**config.mk**
```make
export PLATFORM = sky130hd
export DESIGN_NAME = qgf_div
export DESIGN_NICKNAME = d
export VERILOG_FILES = /design/src/rtl/qgf_pkg.sv /design/src/rtl/qgf_div.sv
export SDC_FILE = /design/constraint.sdc
export NUM_CORES = 1
export LEC_CHECK = 0
export BUFFER_PORTS_ARGS = -buffer_cell sky130_fd_sc_hd__buf_4
export CORE_AREA = 2 2 68 135
export CTS_CLUSTER_SIZE = 20
export DETAILED_ROUTE_END_ITERATION = 10
export DIE_AREA = 0 0 70 137
export PLACE_DENSITY_LB_ADDON = 0.1
export SETUP_SLACK_MARGIN = 0.05
export SLEW_MARGIN = 20
export SYNTH_ARGS = -nofsm -noshare
export SYNTH_HDL_FRONTEND = slang
export SYNTH_SLANG_ARGS = --single-unit
export TNS_END_PERCENT = 20
```
**constraint.sdc**
```tcl
create_clock -name i_clk -period 5.8 [get_ports i_clk]
set_input_delay 0.87 -clock i_clk [delete_from_list [all_inputs] [get_ports i_clk]]
set_output_delay 0.87 -clock i_clk [all_outputs]
set_load 0.1 [all_outputs]
```
**src/rtl/qgf_pkg.sv**
```systemverilog
// Shared types and constants for the quad gate fit mean error unit.
// No dependencies; every other file but qgf_ram refers to it by scoped names.
package qgf_pkg;

    localparam int DIST_W = 15;              // Q11.4 distance width
    localparam int K_W    = $clog2(DIST_W);  // root search bit index
    localparam int DW     = 21;              // signed coordinate difference width
    localparam int PW     = 2 * DW;          // products and their sums
    localparam int CW     = 4 * DW;          // squared cross product and root trials

    localparam logic [DIST_W-1:0] CLAMP_RESET = 15'd320;  // 20.0 px

    localparam logic [1:0] OP_CLEAR  = 2'd0;
    localparam logic [1:0] OP_APPEND = 2'd1;
    localparam logic [1:0] OP_EVAL   = 2'd2;

    typedef struct packed {
        logic [1:0]         op;
        logic [10:0]        point_x;
        logic [10:0]        point_y;
        logic signed [15:0] gate_x;
        logic signed [15:0] gate_y;
        logic signed [15:0] half_width;
        logic signed [15:0] half_left;
        logic signed [15:0] half_right;
    } t_cmd;

    typedef struct packed {
        logic [14:0] mean_error;
        logic [10:0] stored_points;
        logic        dropped;
    } t_result;

    typedef struct packed {
        logic signed [DW-1:0] ax;
        logic signed [DW-1:0] ay;
        logic signed [DW-1:0] bx;
        logic signed [DW-1:0] by;
    } t_seg;

    typedef enum logic [2:0] {
        ST_IDLE,
        ST_READ,
        ST_LOAD,
        ST_DIST,
        ST_DIV
    } t_state;

endpackage

```
**src/rtl/qgf_div.sv**
```systemverilog
// Restoring divider for the mean: sum / count, 15-bit quotient, one bit a cycle.
// Uses qgf_pkg.
module qgf_div #(
    parameter int CNT_W = 11
) (
    input  logic                                i_clk,
    input  logic                                i_rst_n,
    input  logic                                i_start,
    input  logic [qgf_pkg::DIST_W+CNT_W-1:0]    i_sum,
    input  logic [CNT_W-1:0]                    i_den,
    output logic                                o_done,
    output logic [qgf_pkg::DIST_W-1:0]          o_quot
);

    localparam int SUM_W = qgf_pkg::DIST_W + CNT_W;
    localparam int QW    = qgf_pkg::DIST_W;

    logic                    r_run;
    logic                    r_done;
    logic [qgf_pkg::K_W-1:0] r_k;
    logic [SUM_W-1:0]        r_rem;
    logic [CNT_W-1:0]        r_den;
    logic [QW-1:0]           r_quot;
    logic [SUM_W-1:0]        dsh;

    // quotient is known to stay below 2^15, so top-down trial shifts suffice
    assign dsh = SUM_W'(r_den) << r_k;

    always_ff @(posedge i_clk) begin
        if (!i_rst_n) begin
            r_run  <= 1'b0;
            r_done <= 1'b0;
            r_k    <= '0;
        end else begin
            r_done <= 1'b0;
            if (i_start) begin
                r_run <= 1'b1;
                r_k   <= qgf_pkg::K_W'(QW - 1);
            end else if (r_run) begin
                r_k <= r_k - 1'b1;
                if (r_k == '0) begin
                    r_run  <= 1'b0;
                    r_done <= 1'b1;
                end
            end
        end
    end

    always_ff @(posedge i_clk) begin
        if (i_start) begin
            r_rem  <= i_sum;
            r_den  <= i_den;
            r_quot <= '0;
        end else if (r_run && r_rem >= dsh) begin
            r_rem       <= r_rem - dsh;
            r_quot[r_k] <= 1'b1;
        end
    end

    assign o_done = r_done;
    assign o_quot = r_quot;

endmodule

```
# == Word level (Yosys, flattened, before mapping) ==
# Index checks and enable logic that the tools add are counted.
# W data, S select, Z words.
# op_classes
add_sub_neg,2
order_cmp,3
n_shift,1
n_mux,10
n_bitwise,3
n_reduce_logical,7
# ops
operator,n
$mux W26,2
$ge A26 B26 Y1,1
$shl A11 B4 Y26,1
$sub A26 B26 Y26,1
$or A15 B15 Y15,1
$mux W4,2
$lt A4 B5 Y1 const B,1
$mux W1,5
$demux W1 S4,1
$ge A4 B1 Y1 const B,1
$logic_not A4 Y1,1
$reduce_bool A2 Y1,2
$sub A4 B1 Y4 const B,1
$reduce_or A3 Y1,1
$logic_and A1 B1 Y1,2
$not A1 Y1,2
$reduce_or A2 Y1,1
# totals
regBits,58
elab_cells,33

# == Longest topological paths before layout ==
# Gate-level depths: netlist of the first run.
# logic_depth
word_depth,5
ltp_mapped,16
depth_no_buf,13

# == Worst setup path before layout of the first run ==
# No wires, ideal clock.
# synth_path
path_type,reg2reg
start,register r_k[1] in the netlist's numbering
end,register r_rem[0] (enable)
setup_ps,449
arrival_time_ps,4712
required_time_ps,5351
slack_ps,639
stages_incl_launch_ff,16
path_cell_list,dfxtp_1 buf_2 buf_2 mux2i_1 o21ai_0 nor2_1 a21oi_1 a22oi_1 ha_1 nand2_1 nor2_1 a21oi_1 nor2_1 nor3_4 buf_6 o31ai_1
# synth_via
elab_chain_cells,4
# synth_rtl
item,line,text
start: declaration,qgf_div.sv:20,logic [qgf_pkg::K_W-1:0] r_k;
start signal: assignment,qgf_div.sv:38,r_k <= qgf_pkg::K_W'(QW - 1);
start signal: assignment,qgf_div.sv:40,r_k <= r_k - 1'b1;
$shl A11 B4 Y26,qgf_div.sv:27,assign dsh = SUM_W'(r_den) << r_k;
$ge A26 B26 Y1,qgf_div.sv:54,end else if (r_run && r_rem >= dsh) begin
$logic_and A1 B1 Y1,qgf_div.sv:54,
$reduce_bool A2 Y1 (no line),--,
end signal: assignment,qgf_div.sv:51,r_rem <= i_sum;
end signal: assignment,qgf_div.sv:55,r_rem <= r_rem - dsh;
end: declaration,qgf_div.sv:21,logic [SUM_W-1:0] r_rem;
# No other way between the ends.
# A chain may end at the register's enable or synchronous reset.

# == Worst setup path after layout of the first run ==
# layout_path
start,register r_k[0] in the netlist's numbering
end,register r_rem[4] (enable)
# Same word-level chain as after synthesis.

==> flow_summary_export.csv, run 1 <==
group,metric,value,unit
status,status,"finished, final reports clean",
setup_path,r2r-start,"r_k[0]",
global_routing,grt_use_total,28.7,%
clock_network,cts.sinks,58,
layout,layout.nets,639,
setup_path,critPathMaxStageDelay,790,ps
floorplanning,core,0.00853,sq mm
logic_synthesis,async_reset_ff_share,0,%
clock_network,cts_max_level,3,
timing,finalCriticalPeriod,4750,ps
detailed_routing,drcViolationCount,0,
logic_synthesis,avgSynthCellArea,8.58,sq um
job,cap_violations,0,
clock_network,clkTransAtPathRegs,50,ps
floorplanning,die_h,137,um
layout,fillers,785,
timing,fin_crit_sh,81.9,%
floorplanning,io_pins,56,
timing,drv_slew,0,
logic_synthesis,synth-edff-count,37,
timing,fin_skew,8.69,ps
setup_path,crit_type,"flop to flop",
logic_synthesis,ys_seq_area_share,33.0,%
power_and_ir_drop,p_clk_share,25.2,%
clock_network,insertion_delay,340,ps
timing,tightest_slew,1010,ps
global_routing,first_global_vias,4398,
timing,fmax,0.211,GHz
setup_path,critPathMaxFanout,26,
clock_network,cts_setup_buffers,0,
logic_synthesis,synth_xor_area_share,2.26,%
place,routabilityCongestion,1.01,
floorplanning,dieArea,0.00959,sq mm
setup_path,crit_family,"compound AO/OA/AOI/OAI gates",
logic_synthesis,synth_compound_area_share,26.6,%
clock_network,cts_made_buffers,9,
worst_hold_path,min_path_type,"flop to flop",
global_routing,grt_pass1_wl,21.3,mm
setup_path,crit_arrival,4740,ps
layout,area.growth.synth_to_final,14.2,%
clock_network,clockBufferDepth,2,
timing,setup_viol,0,
logic_synthesis,synth_top_family_by_area,"compound AO/OA/AOI/OAI gates",
detailed_routing,wl_per_cell,19.7,um
global_routing,grt-ovfl-total,0,
setup_path,crit_chain,"clkinv_1 -> o21ai_0 -> nor2_1 -> a21oi_1 -> nand2_1 -> ha_1 -> nand4_1 -> nor2_1 -> a41oi_1 -> o21ai_2 -> a21oi_1 -> o31ai_4 -> buf_4",
logic_synthesis,synth_fp_nets,612,
setup_path,ff2ff_path_depth,13,
logic_synthesis,synth_area,0.00464,sq mm
power_and_ir_drop,p_leak,0.00207,uW
logic_synthesis,yosys.area_share.adder,8.51,%
timing,finalSetupTns,0,ps
power_and_ir_drop,power.total,2160,uW
setup_path,r2r_slack,1050,ps
setup_path,crit_cells,13,
timing,max_slew_margin,32.5,%
clock_network,cts_tree,"built",
power_and_ir_drop,p_sw,895,uW
detailed_routing,dr.pass1.iters,5,
place,dp.final_hpwl,9.98,mm
power_and_ir_drop,p_int,1270,uW
setup_path,path_buf_inv,2,
setup_path,crit_slowest_cell,"dfxtp_1",
setup_path,required,5790,ps
power_and_ir_drop,p_seq_share,26.7,%
logic_synthesis,ys.flop_type,"edfxtp_1",
setup_path,cp-start-kind,"flop",
setup_path,r2r_end,"r_rem[4]",
logic_synthesis,yosys_warnings,0,
layout,seqCellArea,0.00153,sq mm
detailed_routing,wirelength,13.3,mm
power_and_ir_drop,pwr_density_cell,407,mW/mm^2
logic_synthesis,muxShareOfSynthArea,5.20,%
setup_path,startpoint,"r_k[0]",
timing,hold_viol,0,
layout,multiInputGateArea,0.00287,sq mm
clock_network,root_buffer,"clkbuf_16",
worst_hold_path,holdPathStages,2,
logic_synthesis,yosys.area.top_type,"edfxtp_1",
place,port-buffer-count,55,
setup_path,crit_end,"r_rem[4]",
detailed_routing,vias,4371,
logic_synthesis,syn_inst,541,
logic_synthesis,synth_cell_type_count,61,
floorplanning,num_rows,48,
logic_synthesis,synthSimpleGateAreaFrac,18.9,%
layout,diodes,0,
power_and_ir_drop,worst_ir_drop_vdd,287,uV
timing,rsz0062_at_grt,"no",
power_and_ir_drop,comb_power_share,48.1,%
global_routing,antenna_found_initial,0,
detailed_routing,postRouteAntennaNets,0,
power_and_ir_drop,swShare,41.4,%
layout,drive_gt1_share,16.2,%
clock_network,cts_hold_buf,0,
logic_synthesis,ys_seq_elements,58,
floorplanning,die_x,70,um
detailed_routing,drtIter0Drc,399,
logic_synthesis,synth.top_cell.area_share,23.9,%
setup_path,crit_path_end_kind,"flop",
clock_network,cts_resized,0,
logic_synthesis,synth_area_leaders,"edfxtp_1 24%, dfxtp_1 9.1%, ha_1 8.1%",
floorplanning,start_util,54.5,%
global_routing,grt_start_max_net_pins,63,
detailed_routing,routed_via_density,6.49,
-- cell usage after synthesis, types with 7 or more instances --
| library cell | count |
|---|---|
| a21o_1 | 10 |
| a21oi_1 | 45 |
| a32oi_1 | 15 |
| and3_1 | 11 |
| buf_1 | 7 |
| buf_2 | 14 |
| clkbuf_1 | 12 |
| dfxtp_1 | 21 |
| edfxtp_1 | 37 |
| ha_1 | 30 |
| inv_1 | 11 |
| mux2i_1 | 14 |
| nand2_1 | 75 |
| nand4_1 | 15 |
| nor2_1 | 34 |
| nor2b_1 | 10 |
| nor3_1 | 15 |
| o21a_1 | 12 |
| o21ai_0 | 30 |
| o31ai_1 | 25 |
| xor2_1 | 7 |
-- per-stage QoR --
step | area (sq um) | setup slack [ps] | util [%] | std cells | hold WS, ps
2_1_floorplan | 4640 | 639 | - | 541 | 615
3_3_place_gp | 5000 | 1220 | 58.6 | 657 | 450
3_5_place_dp | 5000 | 1120 | 58.6 | 657 | 457
4_1_cts | 5310 | 1100 | 62.2 | 673 | 470
5_1_grt | 5310 | 608 | 62.2 | 673 | 487
6_report | 5310 | 1050 | 62.2 | 673 | 469
-- worst min-delay path, cell delays in order, from the launching register on --
cell	delay [ps]
dfxtp_1	330
a32oi_1	60
o31ai_1	60
-- layout by cell type (no fill, tap or decap), drive strengths merged, types with 5 or more instances in the layout --
cell type  count
nand2         75
buf           56
a21oi         47
edfxtp        37
o21ai         35
nor2          34
ha            30
o31ai         25
dfxtp         21
nor3          16
nand4         15
a32oi         15
mux2i         14
o21a          13
clkbuf        13
inv           12
and3          11
nor2b         10
a21o          10
xor2           7
a211oi         6
mux2           5
nand3          5
or2            5
xnor2          5
-- cell families (layout without fill, tap and decap cells) --
family / after synthesis / in the layout
flip-flops: 58 / 58
AND/OR/NAND/NOR: 185 / 185
multiplexers: 21 / 21
buffers and inverters: 53 / 85
XOR/XNOR: 12 / 12
AO/OA/AOI/OAI: 181 / 181
adder cells (fa/ha/maj): 31 / 31
-- flip-flops by register name, indices dropped and copies added, names as in the netlist --
| signal | cells |
|---|---|
| r_run | 1 |
| r_den | 11 |
| o_quot | 15 |
| o_done | 1 |
| r_rem | 26 |
| r_k | 4 |
-- cell type report --
type	instances	area share (%)
Clock inverter	3	0.307
Multi-Input combinational cell	430	54.1
Tap cell	100	2.36
Clock buffer	13	5.52
Sequential cell	58	28.9
Inverter	13	0.920
Timing Repair Buffer	56	7.92
-- worst min path at each step --
stage / start / to / slack, ps
global route: o_quot[13] / o_quot[13] / 490
floorplan: r_k[3] / o_quot[4] / 620
global placement: o_quot[7] / o_quot[7] / 450
CTS: o_quot[13] / o_quot[13] / 470
detailed placement: o_quot[13] / o_quot[13] / 460
finish: o_quot[13] / o_quot[13] / 470
-- per-layer routing --
layer	vias to the layer above	global-route usage, %	wire length [um]
met5	-	0	0
met4	0	20.2	825
met2	149	52.0	7140
met1	2069	29.3	4770
met3	56	5.30	548
li1	2097	-	-
-- power groups by stage --
stage / clock, uW / combinational [uW] / sequential (uW)
after global routing: 565 / 1140 / 584
after floorplan: 0 / 796 / 574
after detailed placement: 0 / 1010 / 584
after CTS: 548 / 1020 / 576
final: 545 / 1040 / 577
after global placement: 0 / 998 / 583
Power figures use the tool's default switching activity.
==> run 2: changes to the inputs <==
Settings changed: CORE_AREA 2 2 68 135 to 2 2 69 137, DIE_AREA 0 0 70 137 to 0 0 71 139.
Clock period 5.8 ns to 4.3 ns, I/O delays scaled along.
==> run 2 against run 1 <==
Cell count rose by 3.3%. Global-route usage decreased by 0.77 points. Power grew 39%. Fmax grew 18%. Largest cell class unchanged.
==> flow_summary_export.csv, run 2 (same netlist as run 1, synthesis figures left out) <==
group,metric,value,unit
place,pre_cts_slack,109,ps
floorplanning,io_pins,56,
place,routabilityCongestion,0.945,
setup_path,crit_path_end_kind,"flop",
timing,tightest_slew,668,ps
floorplanning,die_x,71,um
setup_path,startpoint,"r_k[0]",
clock_network,clockBufferDepth,2,
place,post_dp_cell_area,0.00515,sq mm
floorplanning,core,0.00889,sq mm
detailed_routing,postRouteAntennaNets,0,
detailed_routing,drcViolationCount,0,
layout,final_area,0.00548,sq mm
detailed_routing,wl_met2,7.43,mm
setup_path,crit_end,"r_rem[19]",
place,dp.final_hpwl,10.4,mm
setup_path,r2r_slack,290,ps
power_and_ir_drop,p_clk_share,25.0,%
floorplanning,start_util,52.2,%
clock_network,clkTransAtPathRegs,60,ps
detailed_routing,wl_met1,5.02,mm
timing,finalCriticalPeriod,4010,ps
setup_path,ff2ff_path_depth,11,
clock_network,cts.sinks,58,
power_and_ir_drop,p_seq_share,25.4,%
setup_path,r2r_end,"r_rem[19]",
timing,drv_slew,0,
global_routing,grt_start_max_net_pins,63,
timing,fin_crit_sh,93.3,%
worst_hold_path,min_path_type,"flop to flop",
layout,diodes,0,
clock_network,cts_made_buffers,9,
job,cap_violations,0,
layout,final_cell_mix,"75 x nand2_1, 75 x buf_4, 45 x a21oi_1",
power_and_ir_drop,worst_ir_drop_vdd,326,uV
status,status,"finished, final reports clean",
setup_path,critPathMaxFanout,13,
global_routing,grt_pass1_wl,21.7,mm
timing,hold_viol,0,
power_and_ir_drop,pwr_density_cell,549,mW/mm^2
detailed_routing,dr.max_layer_used,"met4",
power_and_ir_drop,swShare,41.2,%
timing,setup_viol,0,
timing,timing.final.ws_setup,290,ps
floorplanning,dieArea,0.00987,sq mm
power_and_ir_drop,comb_power_share,49.6,%
layout,largest_reg_flops,26,
timing,fmax,0.249,GHz
timing,rsz0062_at_grt,"no",
global_routing,grt-ovfl-total,0,
detailed_routing,routed_via_density,6.38,
global_routing,first_global_vias,4391,
layout,area.growth.synth_to_final,18.0,%
power_and_ir_drop,p_leak,0.00217,uW
timing,fin_skew,6.82,ps
detailed_routing,wl_met3,635,um
timing,max_slew_margin,55.0,%
setup_path,r2r-start,"r_k[0]",
setup_path,crit_arrival,4080,ps
power_and_ir_drop,p_int,1770,uW
clock_network,cts_max_level,3,
place,port-buffer-count,55,
detailed_routing,wirelength,13.5,mm
clock_network,cts_hold_buf,0,
setup_path,crit_type,"flop to flop",
clock_network,insertion_delay,340,ps
layout,layout.nets,659,
detailed_routing,vias,4435,
global_routing,antenna_found_initial,0,
floorplanning,num_rows,49,
layout,largest-register,"r_rem",
setup_path,cp-start-kind,"flop",
power_and_ir_drop,p_sw,1240,uW
detailed_routing,dr.pass1.iters,5,
detailed_routing,wl_per_cell,19.4,um
layout,drive_gt1_share,19.4,%
setup_path,required,4370,ps
floorplanning,die_h,139,um
global_routing,grt_use_total,28.0,%
clock_network,cts_tree,"built",
clock_network,root_buffer,"clkbuf_16",
timing,finalSetupTns,0,ps
detailed_routing,drtIter0Drc,252,
==> run 2: worst min-delay path by stage <==
stage | start | endpoint | slack, ps | cells past startpoint
finish | o_quot[2] | o_quot[2] | 470 | 2
global route | i_den[3] | r_den[3] | 480 | 1
CTS | o_quot[2] | o_quot[2] | 470 | 2
detailed placement | o_quot[2] | o_quot[2] | 460 | 2
global placement | o_quot[7] | o_quot[7] | 450 | 2
floorplan | r_k[3] | o_quot[4] | 620 | 3
==> run 2: timing repair <==
| action | in CTS | in global routing |
|---|---|---|
| gates resized for setup | 0 | 2 |
| endpoints found under the hold margin | 0 | 0 |
| setup buffers | 0 | 1 |
| setup endpoints to repair | 0 | 27 |
==> run 2: cell type report <==
| type | count | area, sq um |
|---|---|---|
| Fill cell | 815 | 3410 |
| Multi-Input combinational cell | 430 | 2870 |
| Sequential cell | 58 | 1530 |
| Timing Repair Buffer | 76 | 583 |
| Clock buffer | 14 | 305 |
| Tap cell | 102 | 128 |
| Inverter | 13 | 48.8 |
| Clock inverter | 2 | 12.5 |
==> run 2: power by group through the flow <==
stage	registers, uW	logic [uW]	clock network [uW]
floorplan	773	1080	0
global placement	774	1430	0
detailed placement	774	1450	0
CTS	763	1460	751
global route	772	1640	775
finish	764	1490	752
==> run 2: metal layers <==
| layer | global-route usage, % | up-vias |
|---|---|---|
| met3 | 5.31 | 33 |
| met1 | 31.0 | 2127 |
| li1 | - | 2127 |
| met2 | 51.0 | 148 |
| met5 | 0 | - |
| met4 | 11.2 | 0 |
==> run 2: per-stage QoR <==
step | util (%) | hold WS (ps) | power (uW) | instances
floorplan | - | 615 | 1850 | 541
CTS | 61.5 | 472 | 2970 | 694
global route | 61.6 | 478 | 3180 | 695
finish | 61.6 | 471 | 3010 | 695
global placement | 58.0 | 450 | 2210 | 678
detailed placement | 58.0 | 458 | 2220 | 678
==> run 2: critical path, cell delays in order, from the launching register on <==
cell and delay (ps):
dfxtp_1 600, clkinv_1 370, a21oi_1 280, mux2i_1 110, or2_2 320, ha_1 380, a21oi_1 290, nand2_1 110
o21ai_0 550, nand4_1 180, a2111oi_0 470, nor3_1 90
==> run 3: changes to the inputs <==
Settings changed: CORE_AREA 2 2 69 137 to 2 2 114 83, DIE_AREA 0 0 71 139 to 0 0 116 85.
==> run 3 against run 2 <==
Sequential cell count stayed put. Via count is 0.99% lower. Worst hold slack worse by 6.7 ps. Utilization is 0.32 points higher. Global-route usage hardly changed. Register-to-register slack worse by 20 ps. First-iteration DRC count is 71% higher. Clock power is 10% lower. Sequential share of layout area is 0.18 points higher. Clock-buffer cell count stayed put. Non-clock buffer count is 3 lower. Power is 3.3% lower. Critical path type unchanged. Largest cell class unchanged. Highest routed layer unchanged.
==> flow_summary_export.csv, run 3 (same netlist as run 1, synthesis figures left out) <==
group,metric,value,unit
layout,diodes,0,
setup_path,r2r-start,"r_k[0]",
setup_path,crit_type,"flop to flop",
setup_path,crit_arrival,4100,ps
detailed_routing,drtIter0Drc,432,
timing,fin_skew,12.6,ps
timing,tightest_slew,636,ps
job,cap_violations,0,
global_routing,busiest_layer,"met1",
global_routing,first_global_vias,4069,
power_and_ir_drop,worst_ir_drop_vdd,247,uV
power_and_ir_drop,p_leak,0.00214,uW
global_routing,grt_use_total,28.0,%
setup_path,critPathMaxFanout,11,
floorplanning,die_x,116,um
place,port-buffer-count,55,
detailed_routing,vias,4391,
clock_network,cts_made_buffers,9,
detailed_routing,routed_via_density,6.15,
layout,largest_reg_flops,26,
timing,drv_slew,0,
worst_hold_path,holdPathStages,2,
worst_hold_path,min_path_type,"flop to flop",
timing,fin_crit_sh,93.8,%
detailed_routing,dr.pass1.iters,5,
power_and_ir_drop,power.total,2910,uW
detailed_routing,wl_per_cell,18.5,um
floorplanning,num_rows,29,
place,routabilityCongestion,0.890,
global_routing,grt_start_max_net_pins,63,
global_routing,grt.met3_usage,5.29,%
timing,timing.final.ws_setup,266,ps
setup_path,ff2ff_path_depth,11,
floorplanning,dieArea,0.00986,sq mm
layout,largest-register,"r_rem",
layout,fillers,772,
layout,layout.nets,656,
detailed_routing,wirelength,13.2,mm
global_routing,grt_pass1_wl,21.4,mm
floorplanning,core,0.00878,sq mm
setup_path,r2r_end,"r_rem[19]",
detailed_routing,drcViolationCount,0,
layout,final_cell_mix,"75 x nand2_1, 72 x buf_4, 45 x a21oi_1",
worst_hold_path,holdPathEnd,"o_quot[14]",
status,status,"finished, final reports clean",
clock_network,cts_hold_buf,0,
place,pre_cts_slack,253,ps
clock_network,cts_tree,"built",
setup_path,crit_path_end_kind,"flop",
layout,mostFrequentLayoutCell,"nand2_1",
clock_network,cts.sinks,58,
global_routing,antenna_found_initial,0,
setup_path,crit_slowest_cell,"dfxtp_1",
power_and_ir_drop,pwr_density_cell,535,mW/mm^2
detailed_routing,postRouteAntennaNets,0,
timing,rsz0062_at_grt,"yes",
layout,final_area,0.00544,sq mm
global_routing,grt_use_met1,42.6,%
clock_network,cts_max_level,3,
worst_hold_path,worstHoldStart,"o_quot[14]",
global_routing,met2_usage,40.8,%
timing,fmax,0.248,GHz
setup_path,critPathMaxStageDelay,550,ps
layout,area.growth.synth_to_final,17.2,%
setup_path,required,4360,ps
timing,hold_viol,0,
clock_network,cts_resized,0,
layout,utilization,62.0,%
setup_path,startpoint,"r_k[0]",
floorplanning,start_util,52.9,%
clock_network,cts_setup_buffers,0,
timing,finalCriticalPeriod,4030,ps
global_routing,grt-ovfl-total,0,
timing,max_slew_margin,57.1,%
timing,finalSetupTns,0,ps
place,dp.final_hpwl,10.0,mm
setup_path,timing.critical_path.mode_cell,"a21oi_1",
setup_path,crit_chain,"clkinv_1 -> a21oi_1 -> mux2i_1 -> or2_2 -> ha_1 -> a21oi_1 -> nand2_1 -> o21ai_0 -> nand4_1 -> a2111oi_0 -> nor3_1",
clock_network,root_buffer,"clkbuf_16",
timing,setup_viol,0,
place,post_dp_cell_area,0.00516,sq mm
setup_path,cp-start-kind,"flop",
clock_network,clkTransAtPathRegs,50,ps
clock_network,insertion_delay,330,ps
floorplanning,die_h,85,um
setup_path,r2r_slack,270,ps
layout,drive_gt1_share,18.3,%
floorplanning,io_pins,56,
clock_network,clockBufferDepth,2,
run 3: cell count changes in the layout (fill, tap and decap cells not counted):
cell / delta
buf_4: -3
inv_4: -1
clkbuf_16: -1
clkbuf_1: +3
o21ai_1: -1
clkbuf_8: -2
dfxtp_1: +1
o21ai_0: +1
dfxtp_2: -1
clkinv_2: +1
run 3: metal layers:
layer  vias to the layer above  part of all wire [%]
met5                         -                     0
met1                      2082                    50
met4                         0                   1.2
met2                       164                    42
met3                        17                   6.8
li1                       2128                     -
run 3: where the power goes:
| group | total, uW | internal (uW) | switching [uW] |
|---|---|---|---|
| combinational | 1460 | 556 | 907 |
| clock | 674 | 421 | 253 |
| sequential | 772 | 718 | 54.6 |
run 3: worst max-delay path by stage:
stage / end / slack (ps) / cells past startpoint
after global placement: r_rem[16] / 360 / 14
after CTS: r_rem[15] / 230 / 13
final: r_rem[19] / 270 / 11
after global routing: r_rem[19] / 5 / 11
after floorplan: r_rem[0] / 430 / 15
after detailed placement: r_rem[16] / 250 / 13
run 3: critical path, delay by kind of cell (launching register included):
| kind | cells | cell delay (ps) |
|---|---|---|
| compound gates | 4 | 1630 |
| simple gates | 4 | 710 |
| flops | 1 | 550 |
| buf+inv | 1 | 370 |
| fa+ha+maj | 1 | 370 |
| mux | 1 | 140 |
run 3: cell type report:
type                       instances  area [sq um]  share of cell area (%)
clock buffer                      14           264                    4.85
multi-input combinational        430          2870                    52.7
sequential                        58          1530                    28.1
clock inverter                     2          11.3                   0.207
inverter                          13          48.8                   0.897
timing repair buffer              73           561                    10.3
tap                              124           155                    2.85
run 3: metrics by stage:
step | instances | hold WS (ps)
2_1_floorplan | 541 | 615
3_3_place_gp | 697 | 451
3_5_place_dp | 697 | 451
4_1_cts | 713 | 465
5_1_grt | 714 | 480
6_report | 714 | 464
